`config.mk`:
```
export PLATFORM = sky130hd
export DESIGN_NAME = channel_nibble_repacker_core
export DESIGN_NICKNAME = d
export VERILOG_FILES = /design/src/rtl/cnr_pkg.sv /design/src/rtl/channel_nibble_repacker_core.sv
export SDC_FILE = /design/constraint.sdc
export NUM_CORES = 1
export LEC_CHECK = 0
export BUFFER_PORTS_ARGS = -buffer_cell sky130_fd_sc_hd__buf_2
export CAP_MARGIN = 20
export CORE_ASPECT_RATIO = 1.75
export CORE_UTILIZATION = 50
export CTS_BUF_LIST = sky130_fd_sc_hd__clkbuf_4
export DETAILED_ROUTE_END_ITERATION = 16
export PLACE_DENSITY = 0.73
export SLEW_MARGIN = 20
export SYNTH_ARGS = -nofsm -noshare
export SYNTH_HDL_FRONTEND = slang
export SYNTH_SLANG_ARGS = --single-unit
```
`constraint.sdc`:
```
create_clock -name clk_i -period 1.96 [get_ports clk_i]
set_input_delay 0.392 -clock clk_i [delete_from_list [all_inputs] [get_ports clk_i]]
set_output_delay 0.392 -clock clk_i [all_outputs]
set_load 0.01 [all_outputs]
```
`src/rtl/cnr_pkg.sv`:
```
// package for the channel nibble repacker: mode codes, tags and word sizes
package cnr_pkg;

  localparam int unsigned ByteW   = 8;
  localparam int unsigned NibW    = 4;
  localparam int unsigned ModeW   = 2;
  localparam int unsigned AccW    = 3;
  localparam int unsigned CntW    = 2;
  localparam int unsigned MaxRes  = 4;
  localparam int unsigned ResIdxW = $clog2(MaxRes);

  // channel tag in bit 7 of a result word
  localparam logic [ByteW-1:0] ChanTag = 8'h80;

  typedef enum logic [ModeW-1:0] {
    ModePass = 2'd0,
    ModeTwo  = 2'd1,
    ModeOne  = 2'd2
  } mode_e;

  typedef logic [ByteW-1:0] res_word_t;

endpackage

```
`src/rtl/channel_nibble_repacker_core.sv`:
```
// channel nibble repacker: raw source bytes in, channel-tagged nibbles out
// a byte accepted at one edge shows its first result word in the next cycle
// words per byte: pass-through one, two-channel one or two, one-channel four;
//   the single result register hands out one word a cycle unless stalled
// a new byte is taken in the same cycle the last word of the previous one leaves
// reset (rst_ni low, asynchronous) clears the mode to pass-through, both
//   channel accumulators and the output valid
module channel_nibble_repacker_core (
  input  logic                       clk_i,
  input  logic                       rst_ni,
  // configuration: channel_mode
  input  logic                       cfg_we_i,
  input  logic [cnr_pkg::ModeW-1:0]  cfg_wdata_i,
  // input stream
  input  logic                       s_axis_tvalid,
  output logic                       s_axis_tready,
  input  logic [cnr_pkg::ByteW-1:0]  s_axis_tdata,   // [7:0] in_byte
  // output stream
  output logic                       m_axis_tvalid,
  input  logic                       m_axis_tready,
  output logic [cnr_pkg::ByteW-1:0]  m_axis_tdata,   // [7:0] out_value
  output logic                       m_axis_tlast    // last word caused by a byte
);
  import cnr_pkg::*;

  // configuration and channel state
  logic [ModeW-1:0] mode_q;
  logic [AccW-1:0]  bits0_q, bits0_d;
  logic [CntW-1:0]  cnt0_q, cnt0_d;
  logic [AccW-1:0]  bits1_q, bits1_d;
  logic [CntW-1:0]  cnt1_q, cnt1_d;

  // result register: up to four words per byte, read out by index
  res_word_t [MaxRes-1:0] res_q, res_d;
  logic [ResIdxW-1:0]     last_idx_q, last_idx_d;
  logic [ResIdxW-1:0]     idx_q;
  logic                   valid_q;

  logic in_fire, out_fire, at_final;

  // two-channel datapath
  logic             sel_ch;
  logic [AccW-1:0]  two_bits;
  logic [CntW-1:0]  two_cnt;
  logic [10:0]      two_acc;
  logic             two_single;
  logic [CntW-1:0]  two_cnt_new;
  logic [AccW-1:0]  two_mask;
  logic [AccW-1:0]  two_bits_new;
  res_word_t        two_tag;

  // one-channel datapath: carried bit below the byte
  logic [8:0]       one_s;

  assign out_fire      = valid_q && m_axis_tready;
  assign at_final      = (idx_q == last_idx_q);
  // the result register frees up when its final word is taken
  assign s_axis_tready = !valid_q || (m_axis_tready && at_final);
  assign in_fire       = s_axis_tvalid && s_axis_tready;

  assign m_axis_tvalid = valid_q;
  assign m_axis_tdata  = res_q[idx_q];
  assign m_axis_tlast  = at_final;

  // bit 7 picks the channel, the 7 payload bits go in above the pending ones
  assign sel_ch     = s_axis_tdata[ByteW-1];
  assign two_bits   = sel_ch ? bits1_q : bits0_q;
  assign two_cnt    = sel_ch ? cnt1_q : cnt0_q;
  assign two_tag    = sel_ch ? ChanTag : '0;
  assign two_acc    = {8'b0, two_bits}
                    | ({4'b0, s_axis_tdata[ByteW-2:0]} << two_cnt);
  // an empty accumulator yields one nibble, any pending bit makes it two
  assign two_single = (two_cnt == '0);
  // seven new bits less four or eight taken: count drops by one, mod four
  assign two_cnt_new = two_cnt - CntW'(1);

  always_comb begin
    case (two_cnt_new)
      2'd0:    two_mask = 3'b000;
      2'd1:    two_mask = 3'b001;
      2'd2:    two_mask = 3'b011;
      default: two_mask = 3'b111;
    endcase
  end

  assign two_bits_new = (two_single ? two_acc[6:4] : two_acc[10:8]) & two_mask;

  // one-channel mode ors the pending bits under the shifted byte
  assign one_s = {s_axis_tdata, 1'b0} | {6'b0, bits0_q};

  // next result words and channel state for the incoming byte
  always_comb begin
    res_d      = res_q;
    last_idx_d = last_idx_q;
    bits0_d    = bits0_q;
    cnt0_d     = cnt0_q;
    bits1_d    = bits1_q;
    cnt1_d     = cnt1_q;
    case (mode_q)
      ModeTwo: begin
        res_d[0]   = two_tag | {4'b0, two_acc[3:0]};
        res_d[1]   = two_tag | {4'b0, two_acc[7:4]};
        last_idx_d = two_single ? ResIdxW'(0) : ResIdxW'(1);
        if (sel_ch) begin
          bits1_d = two_bits_new;
          cnt1_d  = two_cnt_new;
        end else begin
          bits0_d = two_bits_new;
          cnt0_d  = two_cnt_new;
        end
      end
      ModeOne: begin
        res_d[0]   = ChanTag | {4'b0, one_s[4:1]};
        res_d[1]   = {4'b0, ~one_s[4:1] ^ one_s[3:0]};
        res_d[2]   = ChanTag | {4'b0, one_s[8:5]};
        res_d[3]   = {4'b0, ~one_s[8:5] ^ one_s[7:4]};
        last_idx_d = ResIdxW'(MaxRes - 1);
        // only the carried top bit stays
        bits0_d    = {2'b0, one_s[8]};
      end
      default: begin
        // pass-through, also the unused mode code
        res_d[0]   = s_axis_tdata;
        last_idx_d = '0;
      end
    endcase
  end

  // control and channel state
  always_ff @(posedge clk_i or negedge rst_ni) begin
    if (!rst_ni) begin
      mode_q     <= ModePass;
      bits0_q    <= '0;
      cnt0_q     <= '0;
      bits1_q    <= '0;
      cnt1_q     <= '0;
      valid_q    <= 1'b0;
      idx_q      <= '0;
      last_idx_q <= '0;
    end else begin
      if (cfg_we_i) begin
        mode_q <= cfg_wdata_i;
      end
      if (in_fire) begin
        bits0_q    <= bits0_d;
        cnt0_q     <= cnt0_d;
        bits1_q    <= bits1_d;
        cnt1_q     <= cnt1_d;
        valid_q    <= 1'b1;
        idx_q      <= '0;
        last_idx_q <= last_idx_d;
      end else if (out_fire) begin
        if (at_final) begin
          valid_q <= 1'b0;
        end else begin
          idx_q <= idx_q + ResIdxW'(1);
        end
      end
    end
  end

  // result words, no reset needed
  always_ff @(posedge clk_i) begin
    if (in_fire) begin
      res_q <= res_d;
    end
  end

endmodule

```
# Yosys cells after proc, flatten, opt, wreduce, memory -nomap -nowiden
# Cells that the tools add are included.
# totals
register_bits,41
inputBits,15
out_inout_bits,11
wordCells,69
# op_classes
addsub,2
order_cmp,1
n_eq_ne,7
shift,1
n_mux,19
n_bitwise,10
reduce_logical,17
# ops
op,count
$pmux 8 s2,2
$bmux 8 s2,1
$mux 8,2
$or 8x4->8,2
$or 3x11->11,1
$shl 7x2->11,1
$mux 3,3
$or 9x3->9,1
$pmux 3 s3,1
$reduce_and 3->1,3
$mux 2,4
$not 4->4,2
$reduce_and 2->1,4
$xor 4x4->4,2
$pmux 3 s2,1
$reduce_bool 2->1,3
$eq 2x1->1 const B,2
$eq 2x2->1 const B,2
$logic_not 2->1,2
$mux 1,4
$ne 2x2->1 const B,2
$pmux 2 s2,1
$and 3x3->3,1
$logic_and 1x1->1,3
7 further kinds,7

# Logic depth before layout (Yosys ltp)
# depth
word_depth,7
depth_mapped,7
ltp_nobuf,6

# Worst setup path before layout
# OpenSTA, ideal clock, no wires.
# synth_path
path_kind,input-to-reg
start,in s_axis_tdata[7] in the netlist's numbering
end,"reg res_q[1] in the netlist's numbering, data pin"
setup_time_ps,272
arrival_ps,1789
required_time_ps,1688
slack_ps,-102
path_stages,6
n_path_buf,1
cell_sequence,mux2i_1 -> buf_4 -> mux2_2 -> a221oi_1 -> o22ai_1 -> a21boi_0
# synth_rtl
item,line_no,source
from (decl),channel_nibble_repacker_core.sv:17,"input logic [cnr_pkg::ByteW-1:0] s_axis_tdata,"
to (signal assigned),channel_nibble_repacker_core.sv:165,res_q <= res_d;
to (decl),channel_nibble_repacker_core.sv:34,"res_word_t [MaxRes-1:0] res_q, res_d;"

# Final worst setup path
# layout_path
start,reg idx_q[0]
end,out m_axis_tdata[1] in the netlist's numbering
# layout_between
elab_chain_len,2
# layout_rtl
item,line_no,source
from (decl),channel_nibble_repacker_core.sv:36,logic [ResIdxW-1:0] idx_q;
from (signal assigned),channel_nibble_repacker_core.sv:156,idx_q <= idx_q + ResIdxW'(1);
$bmux 8 s2,channel_nibble_repacker_core.sv:62,assign m_axis_tdata = res_q[idx_q];
$mux 8 (implied by the code),channel_nibble_repacker_core.sv:62,
to (decl),channel_nibble_repacker_core.sv:21,"output logic [cnr_pkg::ByteW-1:0] m_axis_tdata,"
# Every way passes these cells. The select of a mux whose other input is x is not followed.

==> impl_metrics.env <==
export IMPL_crit_arrival_ns=1.54
export IMPL_switching_share=0.357
export IMPL_first_pass_iters=4
export IMPL_tritoncts="built"
export IMPL_die_width_microns=50.7
export IMPL_tightest_slew_ns=0.415
export IMPL_synth_common_cells="edfxtp_1, nand2_1, dfrtp_1"
export IMPL_whs_endpoint="mode_q[1]"
export IMPL_synth_edf_count=21
export IMPL_power_net_switching_w=0.00127
export IMPL_core_area_sq_mm=0.00390
export IMPL_crit_path_end_kind="output port"
export IMPL_fmax_mhz=517
export IMPL_synth_ff_type="edfxtp_1"
export IMPL_synth_area_leaders="edfxtp_1, dfrtp_1, mux4_2"
export IMPL_yosys_warnings=0
export IMPL_cts_root_buf="clkbuf_4"
export IMPL_drtIter0Drc=46
export IMPL_clock_sinks=38
export IMPL_syn_nets=199
export IMPL_async_flop_share=0.447
export IMPL_cp_max_fo=6
export IMPL_leakagePower_nw=1.07
export IMPL_required_ns=1.57
export IMPL_combPwrFrac=0.470
export IMPL_drt_wl_total_microns=4570
export IMPL_fin_nets=240
export IMPL_rr_endpoint="bits0_q[0]"
export IMPL_clkPwrFrac=0.186
export IMPL_io_pins=26
export IMPL_hp_start="cfg_wdata_i[1]"
export IMPL_drc=0
export IMPL_rsz0062_at_grt="true"
export IMPL_total_power_w=0.00356
export IMPL_rows=30
export IMPL_max_cap_violations=0
export IMPL_p_int_w=0.00229
export IMPL_gp_congestion=0.930
export IMPL_path_cells="buf_6, mux4_2, buf_6"
export IMPL_status="finished, final reports clean"
export IMPL_crit_path_start_kind="flip-flop"
export IMPL_r2r_start="cnt0_q[1]"
export IMPL_die_area_sq_mm=0.00442
export IMPL_drt_wirelength_per_cell_microns=16.9
export IMPL_reg2reg_depth=5
export IMPL_syn_to_final_growth_pct=19.9
export IMPL_cpLargestDelayFamily="multiplexers"
export IMPL_dieHeight_microns=87.2
export IMPL_whs_path_depth=3
export IMPL_grt_start_max_net_pins=18
export IMPL_clk_latency_ns=0.35
export IMPL_first_global_vias=1539
export IMPL_path_common_cell="buf_6"
export IMPL_hold_viol=0
export IMPL_clockBufferDepth=2
export IMPL_path_buf_inv=2
export IMPL_critPathKind="reg2out"
export IMPL_diodes=0
export IMPL_grtUsageTotal=0.229
export IMPL_placedCellCount=260
export IMPL_finalMaxSlewViolations=0
export IMPL_vias_per_cell=5.57
export IMPL_hpwl_microns=3560
export IMPL_synth_cell_type_count=39
export IMPL_fin_skew_ns=0.00918
export IMPL_setup_viol=0
export IMPL_irDropWorstVdd_mv=0.947
export IMPL_worst_r2r_setup_slack_ns=0.07
export IMPL_ys_ff_latch=38
export IMPL_syn_avg_cell_area_sq_um=11.5
export IMPL_synth_most_common_cell="edfxtp_1"
export IMPL_io_buffers=25
export IMPL_grt_ovfl_total=0
export IMPL_cellPowerDensity_mw_per_mm2=1430
export IMPL_fill_cells=325
export IMPL_synth_area_leader_cell="edfxtp_1"
export IMPL_antenna_found_initial=0
export IMPL_cts_htree_levels=2
export IMPL_ys_seq_area_frac=0.510
export IMPL_yosysTopAreaCellShare=0.304
export IMPL_cts_buffers=5
export IMPL_syn_inst=180
export IMPL_clkTransAtPathRegs_ns=0.11
export IMPL_seq_power_share=0.345
export IMPL_grt_pass1_wl_microns=7310
export IMPL_stdcell_count=270
export IMPL_hold_path_class="in2reg"
export IMPL_crit_slowest_cell="mux4_2"
export IMPL_via_count=1504
export IMPL_synthesis_area_sq_mm=0.00207
export IMPL_layout_drive_gt1_share=0.297
export IMPL_ant_nets=0
export IMPL_start_util=0.531
export IMPL_slowest_delay_ns=0.51
export IMPL_slew_headroom=0.723
export IMPL_fin_crit_sh=0.987
export IMPL_timing_final_crit_period_ns=1.93
## per-stage QoR
step	area [sq um]	setup slack, ns	setup TNS, ns	hold slack (ns)	util
after detailed placement	2340	-0.160	-0.617	0.342	0.600
after global placement	2340	-0.139	-0.404	0.328	0.600
after floorplan	2080	-0.0342	-0.0342	0.0964	-
after CTS	2460	0.0122	0	0.246	0.631
final	2480	0.0262	0	0.243	0.637
after global routing	2480	-0.0272	-0.0904	0.261	0.637
## sequential cells by signal, indices dropped and copies added, names as in the netlist
| name | flops |
|---|---|
| m_axis_tvalid | 1 |
| bits0_q | 3 |
| idx_q | 2 |
| mode_q | 2 |
| last_idx_q | 2 |
| cnt0_q | 2 |
| res_q | 21 |
| bits1_q | 3 |
| cnt1_q | 2 |
## power groups by stage
| stage | clock [W] | sequential, W | combinational (W) |
|---|---|---|---|
| floorplan | 0 | 0.00120 | 0.00112 |
| global placement | 0 | 0.00122 | 0.00157 |
| detailed placement | 0 | 0.00124 | 0.00161 |
| CTS | 0.000665 | 0.00122 | 0.00164 |
| global route | 0.000685 | 0.00125 | 0.00184 |
| finish | 0.000661 | 0.00123 | 0.00167 |
## worst min-delay path, delay by kind of cell
family	cells	cell delay [ns]
buffers and inverters	1	0.07
AO/OA/AOI/OAI	1	0.06
AND/OR/NAND/NOR	1	0.04
## cell type report
type	count	area, sq um	share of cell area
clock inverters	3	63.8	0.0257
inverters	10	37.5	0.0151
multi-input cells	124	958	0.386
repair buffers	42	272	0.109
well taps	48	60.1	0.0242
flip-flops and latches	38	1060	0.425
clock buffers	5	37.5	0.0151
## worst max path at each step
stage               depth (start not counted)            start               to
floorplan                                   6  s_axis_tdata[7]         res_q[1]
global placement                            6  s_axis_tdata[7]         res_q[1]
global route                                3         idx_q[0]  m_axis_tdata[3]
finish                                      3         idx_q[0]  m_axis_tdata[1]
detailed placement                          6  s_axis_tdata[7]         res_q[1]
CTS                                         3         idx_q[0]  m_axis_tdata[1]
## layout by cell type (no fill, tap or decap), drive strengths merged, types with 5 or more instances in the layout
cell	instances
xnor2	7
nor2	13
clkbuf	5
nand2	18
a21oi	9
dfrtp	17
buf	41
edfxtp	21
and2	6
mux4	7
mux2i	9
o21ai	14
inv	10
mux2	5
## logic make-up after synthesis
| group | after synthesis | synth area share |
|---|---|---|
| AOI/OAI and AO/OA | 39 | 0.125 |
| xor gates and xnor gates | 11 | 0.0465 |
| adders and majority gates | 4 | 0.0242 |
| buffers and inverters | 18 | 0.0350 |
| DFF | 38 | 0.510 |
| muxes | 21 | 0.149 |
| and+or+nand+nor | 49 | 0.111 |
## layer usage
layer,track usage,part of all wire
met2,0.445,0.58
met4,0.104,0.026
met1,0.226,0.36
met3,0.0384,0.026
met5,0,0
## repair_timing
action                                 4_1_cts  5_1_grt
buffers inserted                             1        0
gates resized for setup                      1        3
hold buffers                                 1        0
pin swaps                                    0        1
setup endpoints to repair                    4        6
endpoints found under the hold margin       17        0
Power figures use the tool's default switching activity.
